## src/hw/rtl/iban_format_and_mod97_check_defines.svh

```systemverilog
// Assertion macros for the IBAN check block
`ifndef IBAN_FORMAT_AND_MOD97_CHECK_DEFINES_SVH
`define IBAN_FORMAT_AND_MOD97_CHECK_DEFINES_SVH

// Consequent must hold in the same cycle as the antecedent
`define IBAN_ASSERT_NOW(lbl, ante, cons, msg) \
  lbl: assert property (@(posedge clk_i) disable iff (!rst_ni) (ante) |-> (cons)) \
    else $error(msg);

// Consequent must hold in the cycle after the antecedent
`define IBAN_ASSERT_NEXT(lbl, ante, cons, msg) \
  lbl: assert property (@(posedge clk_i) disable iff (!rst_ni) (ante) |=> (cons)) \
    else $error(msg);

`endif

```

## src/hw/rtl/iban_pkg.sv

```systemverilog
// Types, constants and helper functions shared by the IBAN check block
package iban_pkg;

  localparam int unsigned MODULUS = 97;
  localparam int unsigned REM_W   = 7;

  localparam logic [7:0] CH_P          = 8'h50;
  localparam logic [7:0] CH_L          = 8'h4C;
  localparam logic [7:0] CH_D          = 8'h44;
  localparam logic [7:0] CH_E          = 8'h45;
  localparam logic [7:0] CH_C          = 8'h43;
  localparam logic [7:0] CH_Y          = 8'h59;
  localparam logic [7:0] CH_ZERO       = 8'd48;
  localparam logic [7:0] CH_NINE       = 8'd57;
  localparam logic [7:0] CH_UPPER_A    = 8'd65;
  localparam logic [7:0] CH_UPPER_Z    = 8'd90;
  localparam logic [7:0] LETTER_OFFSET = 8'd55;

  localparam logic [6:0] LEN_PL = 7'd28;
  localparam logic [6:0] LEN_DE = 7'd22;
  localparam logic [6:0] LEN_CY = 7'd28;

  localparam logic [5:0] POS_MAX      = 6'd63;
  localparam logic [5:0] POS_COUNTRY  = 6'd2;
  localparam logic [5:0] POS_PREFIX   = 6'd4;
  localparam logic [5:0] CY_DIGIT_END = 6'd12;

  typedef logic [REM_W-1:0] rem_t;
  typedef logic [7:0]       char_t;
  typedef logic [3:0]       digit_t;

  typedef enum logic [1:0] {
    KIND_NONE = 2'd0,
    KIND_PL   = 2'd1,
    KIND_DE   = 2'd2,
    KIND_CY   = 2'd3
  } country_e;

  typedef rem_t rem_lut_t [MODULUS];

  // Build (10 * r) mod 97 by stepping 10 at a time, wrapping once per step
  function automatic rem_lut_t build_mul10_lut();
    rem_lut_t    lut;
    int unsigned acc;
    acc = 0;
    for (int unsigned i = 0; i < MODULUS; i++) begin
      lut[i] = rem_t'(acc);
      acc    = acc + 10;
      if (acc >= MODULUS) acc = acc - MODULUS;
    end
    return lut;
  endfunction

  localparam rem_lut_t MUL10_LUT = build_mul10_lut();

  function automatic logic is_digit(input char_t c);
    return (c >= CH_ZERO) && (c <= CH_NINE);
  endfunction

  function automatic logic is_upper(input char_t c);
    return (c >= CH_UPPER_A) && (c <= CH_UPPER_Z);
  endfunction

endpackage

```

## src/hw/rtl/iban_char_if.sv

```systemverilog
// Input channel: one IBAN character per item with a final-character flag
interface iban_char_if;
  logic       valid;
  logic       ready;
  logic [7:0] char_code;
  logic       is_last;

  modport source (output valid, output char_code, output is_last, input ready);
  modport sink   (input valid, input char_code, input is_last, output ready);
endinterface

```

## src/hw/rtl/iban_result_if.sv

```systemverilog
// Result channel: one verdict per IBAN
interface iban_result_if;
  logic valid;
  logic ready;
  logic iban_valid;

  modport source (output valid, output iban_valid, input ready);
  modport sink   (input valid, input iban_valid, output ready);
endinterface

```

## src/hw/rtl/iban_fold_unit.sv

```systemverilog
// Shared mod-97 step: remainder times ten plus one decimal digit, reduced
module iban_fold_unit
  import iban_pkg::*;
(
  input  rem_t   rem_i,
  input  digit_t digit_i,
  output rem_t   rem_o
);

  logic [7:0] sum;
  rem_t       scaled;

  // Remainder never reaches the modulus, so the table index stays in range
  always_comb begin
    scaled = '0;
    if (rem_i < rem_t'(MODULUS)) scaled = MUL10_LUT[rem_i];
  end

  // Sum stays below twice the modulus: one conditional subtract suffices
  assign sum   = {1'b0, scaled} + {4'b0, digit_i};
  assign rem_o = (sum >= 8'(MODULUS)) ? rem_t'(sum - 8'(MODULUS)) : rem_t'(sum);

endmodule

```

## src/hw/rtl/iban_format_and_mod97_check.sv

```systemverilog
// IBAN format and mod-97 check, one character per input item. Characters
// arrive in order with is_last on the final one; a single verdict item is
// issued per IBAN (1 when the country is PL, DE or CY, length and character
// classes are right and the mod-97 remainder is 1). Every character passes
// through one shared mod-97 digit step. Each of the first four characters is
// format-checked and held when accepted; a later character is accepted and
// then folded at one step per decimal place (a letter has two, a digit one),
// or takes one step to flag a character that is neither digit nor letter.
// The final character then folds in the four held characters at one step per
// decimal place or flagged character, and the end step loads the result
// register, held there while an earlier verdict waits. The input is not ready
// while the step unit is busy or the end step waits; the result register lets
// the next IBAN start while a verdict waits to be taken.
`include "iban_format_and_mod97_check_defines.svh"

module iban_format_and_mod97_check
  import iban_pkg::*;
(
  input  logic               clk_i,
  input  logic               rst_ni,
  iban_char_if.sink          in_i,
  iban_result_if.source      out_o
);

  localparam logic [1:0] S_IDLE = 2'd0;
  localparam logic [1:0] S_FOLD = 2'd1;
  localparam logic [1:0] S_END  = 2'd2;

  logic [1:0] state_q, state_d;
  logic [5:0] pos_q, pos_d;
  char_t      held_q [4];
  char_t      held_d [4];
  rem_t       rem_q, rem_d;
  logic       fail_q, fail_d;
  country_e   kind_q, kind_d;
  char_t      ch_q, ch_d;
  logic       last_q, last_d;
  logic       pre_q, pre_d;
  logic [1:0] idx_q, idx_d;
  logic       hi_done_q, hi_done_d;
  logic       out_valid_q, out_valid_d;
  logic       out_bit_q, out_bit_d;

  logic       in_fire;
  logic       cur_digit, cur_upper;
  char_t      letter_val;
  digit_t     tens, units;
  char_t      units_full;
  digit_t     step_digit;
  rem_t       rem_step;

  // Accept-path scratch
  char_t      c;
  logic       need_digit;
  logic [6:0] need_len;
  logic [6:0] total_len;
  logic       char_done;

  assign in_i.ready       = (state_q == S_IDLE);
  assign in_fire          = in_i.valid && in_i.ready;
  assign out_o.valid      = out_valid_q;
  assign out_o.iban_valid = out_bit_q;

  // Split the character being folded into decimal places
  assign cur_digit  = is_digit(ch_q);
  assign cur_upper  = is_upper(ch_q);
  assign letter_val = ch_q - LETTER_OFFSET;

  always_comb begin
    if (letter_val >= 8'd30)      tens = 4'd3;
    else if (letter_val >= 8'd20) tens = 4'd2;
    else                          tens = 4'd1;
  end

  assign units_full = letter_val - {4'b0, tens} * 8'd10;
  assign units      = units_full[3:0];

  always_comb begin
    if (cur_digit)       step_digit = digit_t'(ch_q - CH_ZERO);
    else if (!hi_done_q) step_digit = tens;
    else                 step_digit = units;
  end

  iban_fold_unit u_fold (
    .rem_i   (rem_q),
    .digit_i (step_digit),
    .rem_o   (rem_step)
  );

  always_comb begin
    state_d     = state_q;
    pos_d       = pos_q;
    held_d      = held_q;
    rem_d       = rem_q;
    fail_d      = fail_q;
    kind_d      = kind_q;
    ch_d        = ch_q;
    last_d      = last_q;
    pre_d       = pre_q;
    idx_d       = idx_q;
    hi_done_d   = hi_done_q;
    out_valid_d = out_valid_q && !out_o.ready;
    out_bit_d   = out_bit_q;
    c           = in_i.char_code;
    need_digit  = 1'b0;
    need_len    = '0;
    total_len   = {1'b0, pos_q} + 7'd1;
    char_done   = 1'b0;

    unique case (state_q)
      S_IDLE: begin
        if (in_fire) begin
          // Format checks on the incoming character
          if (pos_q < POS_COUNTRY) begin
            if (!is_upper(c)) fail_d = 1'b1;
            if (pos_q == 6'd1) begin
              if (held_q[0] == CH_P && c == CH_L)      kind_d = KIND_PL;
              else if (held_q[0] == CH_D && c == CH_E) kind_d = KIND_DE;
              else if (held_q[0] == CH_C && c == CH_Y) kind_d = KIND_CY;
              else begin
                kind_d = KIND_NONE;
                fail_d = 1'b1;
              end
            end
          end else begin
            need_digit = (kind_q == KIND_PL) || (kind_q == KIND_DE) ||
                         ((kind_q == KIND_CY) && (pos_q < CY_DIGIT_END));
            if (need_digit && !is_digit(c)) fail_d = 1'b1;
          end

          if (pos_q < POS_PREFIX) held_d[pos_q[1:0]] = c;
          if (pos_q != POS_MAX) pos_d = pos_q + 6'd1;

          case (kind_d)
            KIND_PL: need_len = LEN_PL;
            KIND_DE: need_len = LEN_DE;
            KIND_CY: need_len = LEN_CY;
            default: need_len = '0;
          endcase
          if (in_i.is_last && (kind_d == KIND_NONE || total_len != need_len)) begin
            fail_d = 1'b1;
          end

          last_d    = in_i.is_last;
          hi_done_d = 1'b0;
          idx_d     = '0;
          if (pos_q >= POS_PREFIX) begin
            ch_d    = c;
            pre_d   = 1'b0;
            state_d = S_FOLD;
          end else if (in_i.is_last) begin
            // Go straight to folding the held prefix
            ch_d    = held_d[0];
            pre_d   = 1'b1;
            state_d = S_FOLD;
          end
        end
      end

      S_FOLD: begin
        if (cur_digit) begin
          rem_d     = rem_step;
          char_done = 1'b1;
        end else if (cur_upper) begin
          rem_d = rem_step;
          if (!hi_done_q) hi_done_d = 1'b1;
          else            char_done = 1'b1;
        end else begin
          fail_d    = 1'b1;
          char_done = 1'b1;
        end

        if (char_done) begin
          hi_done_d = 1'b0;
          if (pre_q) begin
            if (idx_q == 2'd3) begin
              state_d = S_END;
            end else begin
              idx_d = idx_q + 2'd1;
              ch_d  = held_q[idx_q + 2'd1];
            end
          end else if (last_q) begin
            pre_d = 1'b1;
            idx_d = '0;
            ch_d  = held_q[0];
          end else begin
            state_d = S_IDLE;
          end
        end
      end

      S_END: begin
        // Hold until the result register is free, then start afresh
        if (!out_valid_q || out_o.ready) begin
          out_valid_d = 1'b1;
          out_bit_d   = !fail_q && (rem_q == rem_t'(1));
          pos_d       = '0;
          for (int i = 0; i < 4; i++) held_d[i] = '0;
          rem_d       = '0;
          fail_d      = 1'b0;
          kind_d      = KIND_NONE;
          pre_d       = 1'b0;
          state_d     = S_IDLE;
        end
      end

      default: state_d = S_IDLE;
    endcase
  end

  always_ff @(posedge clk_i or negedge rst_ni) begin
    if (!rst_ni) begin
      state_q     <= S_IDLE;
      pos_q       <= '0;
      for (int i = 0; i < 4; i++) held_q[i] <= '0;
      rem_q       <= '0;
      fail_q      <= 1'b0;
      kind_q      <= KIND_NONE;
      last_q      <= 1'b0;
      pre_q       <= 1'b0;
      idx_q       <= '0;
      hi_done_q   <= 1'b0;
      out_valid_q <= 1'b0;
    end else begin
      state_q     <= state_d;
      pos_q       <= pos_d;
      held_q      <= held_d;
      rem_q       <= rem_d;
      fail_q      <= fail_d;
      kind_q      <= kind_d;
      last_q      <= last_d;
      pre_q       <= pre_d;
      idx_q       <= idx_d;
      hi_done_q   <= hi_done_d;
      out_valid_q <= out_valid_d;
    end
  end

  always_ff @(posedge clk_i) begin
    ch_q      <= ch_d;
    out_bit_q <= out_bit_d;
  end

  `IBAN_ASSERT_NEXT(a_last_starts_fold, in_fire && in_i.is_last, state_q == S_FOLD, "final item did not start the fold")
  `IBAN_ASSERT_NOW(a_result_from_end, $rose(out_valid_q), $past(state_q) == S_END && pos_q == '0 && rem_q == '0, "result issued outside the end step")
  `IBAN_ASSERT_NOW(a_rem_in_range, state_q == S_FOLD, rem_q < rem_t'(MODULUS), "remainder out of range")

endmodule
```

## src/flat_wrapper.sv

```systemverilog
// flat-port wrapper written by rule: the top's interface ports become plain ports
module iban_format_and_mod97_check_flat import iban_pkg::*;
  (clk_i, rst_ni, in_i_valid, in_i_char_code, in_i_is_last, in_i_ready, out_o_valid, out_o_iban_valid, out_o_ready);
  iban_char_if in_i_i ();
  iban_result_if out_o_i ();
  input  logic clk_i;
  input  logic rst_ni;
  input wire logic [$bits(in_i_i.valid)-1:0] in_i_valid;
  input wire logic [$bits(in_i_i.char_code)-1:0] in_i_char_code;
  input wire logic [$bits(in_i_i.is_last)-1:0] in_i_is_last;
  output wire logic [$bits(in_i_i.ready)-1:0] in_i_ready;
  output wire logic [$bits(out_o_i.valid)-1:0] out_o_valid;
  output wire logic [$bits(out_o_i.iban_valid)-1:0] out_o_iban_valid;
  input wire logic [$bits(out_o_i.ready)-1:0] out_o_ready;
  assign in_i_i.valid = in_i_valid;
  assign in_i_i.char_code = in_i_char_code;
  assign in_i_i.is_last = in_i_is_last;
  assign in_i_ready = in_i_i.ready;
  assign out_o_valid = out_o_i.valid;
  assign out_o_iban_valid = out_o_i.iban_valid;
  assign out_o_i.ready = out_o_ready;
  iban_format_and_mod97_check u_core (.clk_i(clk_i), .rst_ni(rst_ni), .in_i(in_i_i), .out_o(out_o_i));
endmodule
```

## config.mk

```make
export PLATFORM = sky130hd
export DESIGN_NAME = iban_format_and_mod97_check_flat
export DESIGN_NICKNAME = d
export VERILOG_FILES = /design/src/hw/rtl/iban_pkg.sv /design/src/hw/rtl/iban_char_if.sv /design/src/hw/rtl/iban_result_if.sv /design/src/hw/rtl/iban_fold_unit.sv /design/src/hw/rtl/iban_format_and_mod97_check.sv /design/src/flat_wrapper.sv
export VERILOG_INCLUDE_DIRS = /design/src /design/src/hw/rtl
export SDC_FILE = /design/constraint.sdc
export NUM_CORES = 1
export LEC_CHECK = 0
export CAP_MARGIN = 20
export CORE_MARGIN = 4
export CORE_UTILIZATION = 52
export DETAILED_ROUTE_END_ITERATION = 7
export DONT_BUFFER_PORTS = 1
export PLACE_DENSITY = 0.73
export SKIP_CTS_REPAIR_TIMING = 1
export SLEW_MARGIN = 20
export SYNTH_ARGS = -nofsm -noshare
export SYNTH_HDL_FRONTEND = slang
export SYNTH_SLANG_ARGS = --single-unit
```

## constraint.sdc

```tcl
create_clock -name clk_i -period 8.8 [get_ports clk_i]
set_input_delay 1.32 -clock clk_i [delete_from_list [all_inputs] [get_ports clk_i]]
set_output_delay 1.32 -clock clk_i [all_outputs]
set_load 0.01 [all_outputs]
```

==> flow_metrics.tcl, run 1 <==
set metrics [dict create \
    io_pins 16 \
    drive_gt1_share_pct 8.621 \
    fin_tns_setup_ns 0 \
    drt_pre_antenna_iters 5 \
    row_count 37 \
    critPathArrivalTime_ns 5.31 \
    reg2reg_depth 22 \
    synth_most_common_cell "nand2_1" \
    crit_chain "ha_1 -> xor2_1 -> nand2_1 -> nor3_1 -> o21ai_0 -> nand3_1 -> ha_1 -> inv_1 -> fa_1 -> xnor2_1 -> xnor2_1 -> xnor2_1 -> a22oi_1 -> nor2_1 -> ha_1 -> inv_1 -> nor4b_1 -> o32ai_1 -> o211ai_2 -> a31oi_4 -> or3b_1 -> a32o_1" \
    fin_worst_skew_ns 0.007824 \
    ys_seq_area_share_pct 29.73 \
    critPathRequiredTime_ns 9.04 \
    synth_ff_type "dfrtp_1" \
    finalMaxSlewViolations 0 \
    setup-violations-final 0 \
    yosys.area.top_type_share_pct 24.92 \
    totalWireLength_um 13860 \
    via_count 4919 \
    drtAntennaViolNets 0 \
    gp_congestion 0.8682 \
    postLayoutCoreUtil_pct 55.96 \
    grt_pass1_vias 4816 \
    grt_usage_pct 22.77 \
    area_delta_synth_final_pct 3.672 \
    syn_inst 659 \
    numCtsBuffers 9 \
    ys_types 81 \
    synth.area.top_cells "dfrtp_1 25%, ha_1 6.9%, nand2_1 5.8%" \
    cts_htree_levels 3 \
    synth_warnings 0 \
    max_freq_ghz 0.1973 \
    mappedNetlistArea_mm2 0.005623 \
    grt_antenna_before_repair 0 \
    wl_met1_um 5791 \
    cts.path.max_buffers 2 \
    die_x_um 112.0 \
    numPortBuffers 0 \
    netlist_top_cells_count "87 x nand2_1, 56 x dfrtp_1, 42 x a21oi_1, 40 x nor2_1, 35 x o21ai_0" \
    tritoncts "yes" \
    synth_nets 705 \
    timing.final.crit_share_pct 57.60 \
    reg2reg_slack_ns 3.73 \
    worstReg2RegEnd "u_core.rem_q[1]" \
    fin_crit_ns 5.069 \
    hold_viol 0 \
    drv_cap 0 \
    final-seq-area_mm2 0.001672 \
    via_per_inst 6.355 \
    cts-root-buf "clkbuf_8" \
    hp-class "reg -> reg" \
    slew_headroom_pct 32.01 \
    wl_per_cell_um 17.91 \
    hp-start "u_core.held_q[17]" \
    drt_iter0_markers 427 \
    grt_max_degree 57 \
    die-area_mm2 0.01254 \
    diodes 0 \
    cts.sink_count 65 \
    slowest_stage "nor4b_1" \
    top_layer_used "met4" \
    cp-end-kind "register" \
    synth_seq_cells 65 \
    tightest_slew_ns 1.009 \
    dp_hpwl_um 10060 \
    nNetsFinal 679 \
    synth-edff-count 9 \
    met2_length_um 6966 \
    insertion_delay_ns 0.35 \
    synth_async_sr_flop_share_pct 86.15 \
    syn_area_per_cell_um2 8.532 \
    cpPeakStageDelay_ns 0.52 \
    reg2reg_from "u_core.ch_q[1]" \
    critPathMaxFanout 7 \
    grt_pass1_wl_um 23560 \
    grt_setup_unrepaired "false" \
    endpoint "u_core.rem_q[1]" \
    worst-setup-path-type "reg -> reg" \
    overflow 0 \
    multi_input_area_mm2 0.003677 \
    fillCellCount 964 \
    cp-start-kind "register" \
    synth.largest_area_cell "dfrtp_1" \
    status "finished, final reports clean" \
    drcViolationCount 0 \
    die-height_um 112.0 \
    start_util_pct 53.98 \
    core_mm2 0.01042 \
    clk_transition_reported_paths_ns 0.07 \
    startpoint "u_core.ch_q[1]" \
    wl_met3_um 932 \
]
## cell usage in the layout (no fill, tap or decap), types with 14 or more instances in the layout
cell      netlist  routed
a211oi_1       14      14
a21oi_1        42      42
dfrtp_1        56      56
ha_1           31      31
inv_1          23      23
mux2i_1        16      16
nand2_1        87      87
nand2b_1       17      17
nand3_1        23      23
nor2_1         40      40
nor2b_1        15      15
nor3_1         19      19
o21ai_0        35      35
o31ai_1        24      24
## per-stage QoR
stage	std cells	worst slack, ns	hold slack, ns	instance area [um2]
floorplan	659	4.232	0.4433	5623
global placement	757	3.992	0.4564	5635
detailed placement	757	3.777	0.4684	5635
CTS	773	3.748	0.4844	5822
global route	774	3.295	0.5060	5829
finish	774	3.731	0.4839	5829
## sequential cells by signal, indices dropped and copies added (netlist names), 2 cells and up
register and cells:
u_core.held_q 32, u_core.pos_q 6, u_core.idx_q 2, u_core.state_q 2, u_core.kind_q 2, u_core.rem_q 7
u_core.ch_q 8
## final cells by class
| cell class | instances | share of cell area [%] |
|---|---|---|
| multi-input cells | 528 | 63.08 |
| flip-flops and latches | 65 | 28.68 |
| well taps | 136 | 2.919 |
| clock buffers | 10 | 2.189 |
| inverters | 25 | 1.610 |
| clock inverters | 6 | 1.009 |
| repair buffers | 4 | 0.5151 |
## worst min-delay path by stage
stage,slack [ns],cells after the start,endpoint
after global routing,0.51,2,u_core.held_q[6]
after detailed placement,0.47,2,u_core.held_q[12]
after global placement,0.46,2,u_core.held_q[7]
after floorplan,0.44,2,u_core.held_q[10]
final,0.48,2,u_core.held_q[17]
after CTS,0.48,2,u_core.held_q[12]
## kinds of logic after synthesis
logic type,Yosys count,share of synthesized area [%]
xor+xnor,18,2.804
simple gates,252,23.14
flops,65,29.73
compound gates,196,24.79
mux,29,7.054
fa+ha+maj,33,7.610
buf+inv,66,4.873
## worst max-delay path, delay by kind of cell, from the launching register on
kind	cells	cell delay, ns
AND/OR/NAND/NOR	6	1.36
buffers and inverters	2	0.14
flip-flops	1	0.48
adder cells (fa/ha/maj)	4	1.23
AO/OA/AOI/OAI	6	1.06
XOR/XNOR	4	0.68
## metal layers
layer / vias to the layer above / track usage [%]
met5: - / 0
met4: 0 / 5.369
met3: 19 / 4.511
met2: 183 / 39.85
met1: 2340 / 29.10
li1: 2377 / -
Power of run 1 is left out: the tool's default activity adds up to more than one toggle a clock period on the data nets, which glitch-free logic cannot reach.
==> run 2, diff against run 1 <==
- PLACE_DENSITY: 0.73 -> 0.76
- clock period: 8.8 -> 4.36 ns (I/O delays scaled with it)
==> flow_metrics.tcl, run 2 (synthesis results as in run 1) <==
set metrics [dict create \
    critPathRequiredTime_ns 4.60 \
    core_mm2 0.01042 \
    grt_setup_unrepaired "true" \
    fin_ws_ns -0.2063 \
    critPathArrivalTime_ns 4.81 \
    slew_headroom_pct 30.02 \
    totalWireLength_um 14810 \
    die_x_um 112.0 \
    finalMaxSlewViolations 0 \
    insertion_delay_ns 0.35 \
    violations "negative setup slack" \
    final_common_cell "nand2_1" \
    dp_hpwl_um 10870 \
    row_count 37 \
    fin_worst_skew_ns 0.01703 \
    cts_htree_levels 3 \
    nNetsFinal 724 \
    via_count 5172 \
    overflow 0 \
    cts.sink_count 65 \
    gp_congestion 0.9191 \
    drcViolationCount 0 \
    regMostFlops "u_core.held_q" \
    cts.path.max_buffers 2 \
    start_util_pct 53.98 \
    use_met1_pct 28.03 \
    worst-setup-path-type "reg -> reg" \
    max_freq_ghz 0.2190 \
    grt-busiest-layer "met2" \
    worstReg2RegEnd "u_core.rem_q[1]" \
    hold_viol 0 \
    status "finished with violations" \
    postLayoutCoreUtil_pct 61.18 \
    diodes 0 \
    critPathMaxFanout 5 \
    cp-start-kind "register" \
    place_ws_ns -0.1896 \
    wl_per_cell_um 18.08 \
    cp-end-kind "register" \
    tightest_slew_ns 1.047 \
    reg2reg_depth 21 \
    setup-violations-final 7 \
    grt_max_degree 57 \
    drt_pre_antenna_iters 5 \
    fin_crit_ns 4.566 \
    cts-root-buf "clkbuf_8" \
    io_pins 16 \
    largest_reg_flops 32 \
    grt_pass1_wl_um 24380 \
    area_delta_synth_final_pct 13.33 \
    grtUsageMet3_pct 3.370 \
    tritoncts "yes" \
    timing.final.crit_share_pct 104.7 \
    grt_pass1_vias 5165 \
    grt_usage_pct 23.21 \
    grt_antenna_before_repair 0 \
    numCtsBuffers 9 \
    drive_gt1_share_pct 18.45 \
    reg.largest.list "u_core.held_q x32, u_core.ch_q x8, u_core.rem_q x7" \
    final_cell_mix "85 x nand2_1, 56 x dfrtp_1, 47 x buf_4, 40 x nor2_1, 39 x a21oi_1" \
    drtAntennaViolNets 0 \
    numPortBuffers 0 \
    die-area_mm2 0.01254 \
    drv_cap 0 \
    grt.met2_usage_pct 41.13 \
    clk_transition_reported_paths_ns 0.08 \
    via_per_inst 6.315 \
    die-height_um 112.0 \
    reg2reg_from "u_core.ch_q[1]" \
    reg2reg_slack_ns -0.21 \
    fillCellCount 878 \
    drt_iter0_markers 380 \
    hp-class "in -> async" \
]
[run 2: cell count changes in the layout (fill, tap and decap cells not counted), sizes merged]
cell / change
clkinv: +1
buf: +44
clkinvlp: -1
clkbuf: +1
[run 2: how the worst max path moves through the flow]
stage                     slack [ns]            from               to
after global placement          0.03  u_core.ch_q[1]  u_core.rem_q[1]
after CTS                      -0.19  u_core.ch_q[0]  u_core.rem_q[1]
final                          -0.21  u_core.ch_q[1]  u_core.rem_q[1]
after detailed placement       -0.19  u_core.ch_q[0]  u_core.rem_q[1]
after floorplan                -0.07  u_core.ch_q[0]  u_core.rem_q[1]
after global routing           -0.41  u_core.ch_q[1]  u_core.rem_q[0]
[run 2: area by class of cell]
| cell class | count | area (um2) | area share (%) |
|---|---|---|---|
| Clock buffer | 10 | 148.9 | 2.337 |
| Tap cell | 136 | 170.2 | 2.670 |
| Timing Repair Buffer | 49 | 385.4 | 6.048 |
| Clock inverter | 6 | 65.06 | 1.021 |
| Inverter | 25 | 93.84 | 1.473 |
| Multi-Input combinational cell | 528 | 3837 | 60.22 |
| Sequential cell | 65 | 1672 | 26.23 |
[run 2: per-stage QoR]
step	hold slack [ns]	area (um2)	cells	TNS, ns
6_report	0.1598	6372	819	-1.122
5_1_grt	0.1705	6372	819	-2.491
4_1_cts	-0.02100	6153	808	-0.7735
3_5_place_dp	0.3595	5939	792	-0.7670
3_3_place_gp	0.3598	5939	792	0
2_1_floorplan	0.3584	5665	659	-0.1289
[run 2: routing by layer]
layer | vias up | share of wire [%]
li1 | 2471 | -
met1 | 2483 | 41
met2 | 177 | 51
met3 | 41 | 5.0
met4 | 0 | 2.9
met5 | - | 0
[run 2: worst max-delay path, cell delays in order, from the launching register on]
cell and delay (ns):
edfxtp_1 0.51, ha_4 0.24, xor2_2 0.15, nand2_2 0.08, nor3_2 0.10, o21ai_1 0.07
nand3_1 0.12, ha_2 0.19, inv_2 0.04, fa_2 0.36, xnor2_2 0.16, xnor2_2 0.14
xnor2_1 0.13, a22oi_1 0.15, nor2_1 0.07, ha_1 0.33, a21o_1 0.21, or4_4 0.54
o211ai_4 0.12, a31oi_4 0.12, or3b_1 0.39, a32o_1 0.27
Power of run 2 is left out for the same reason.
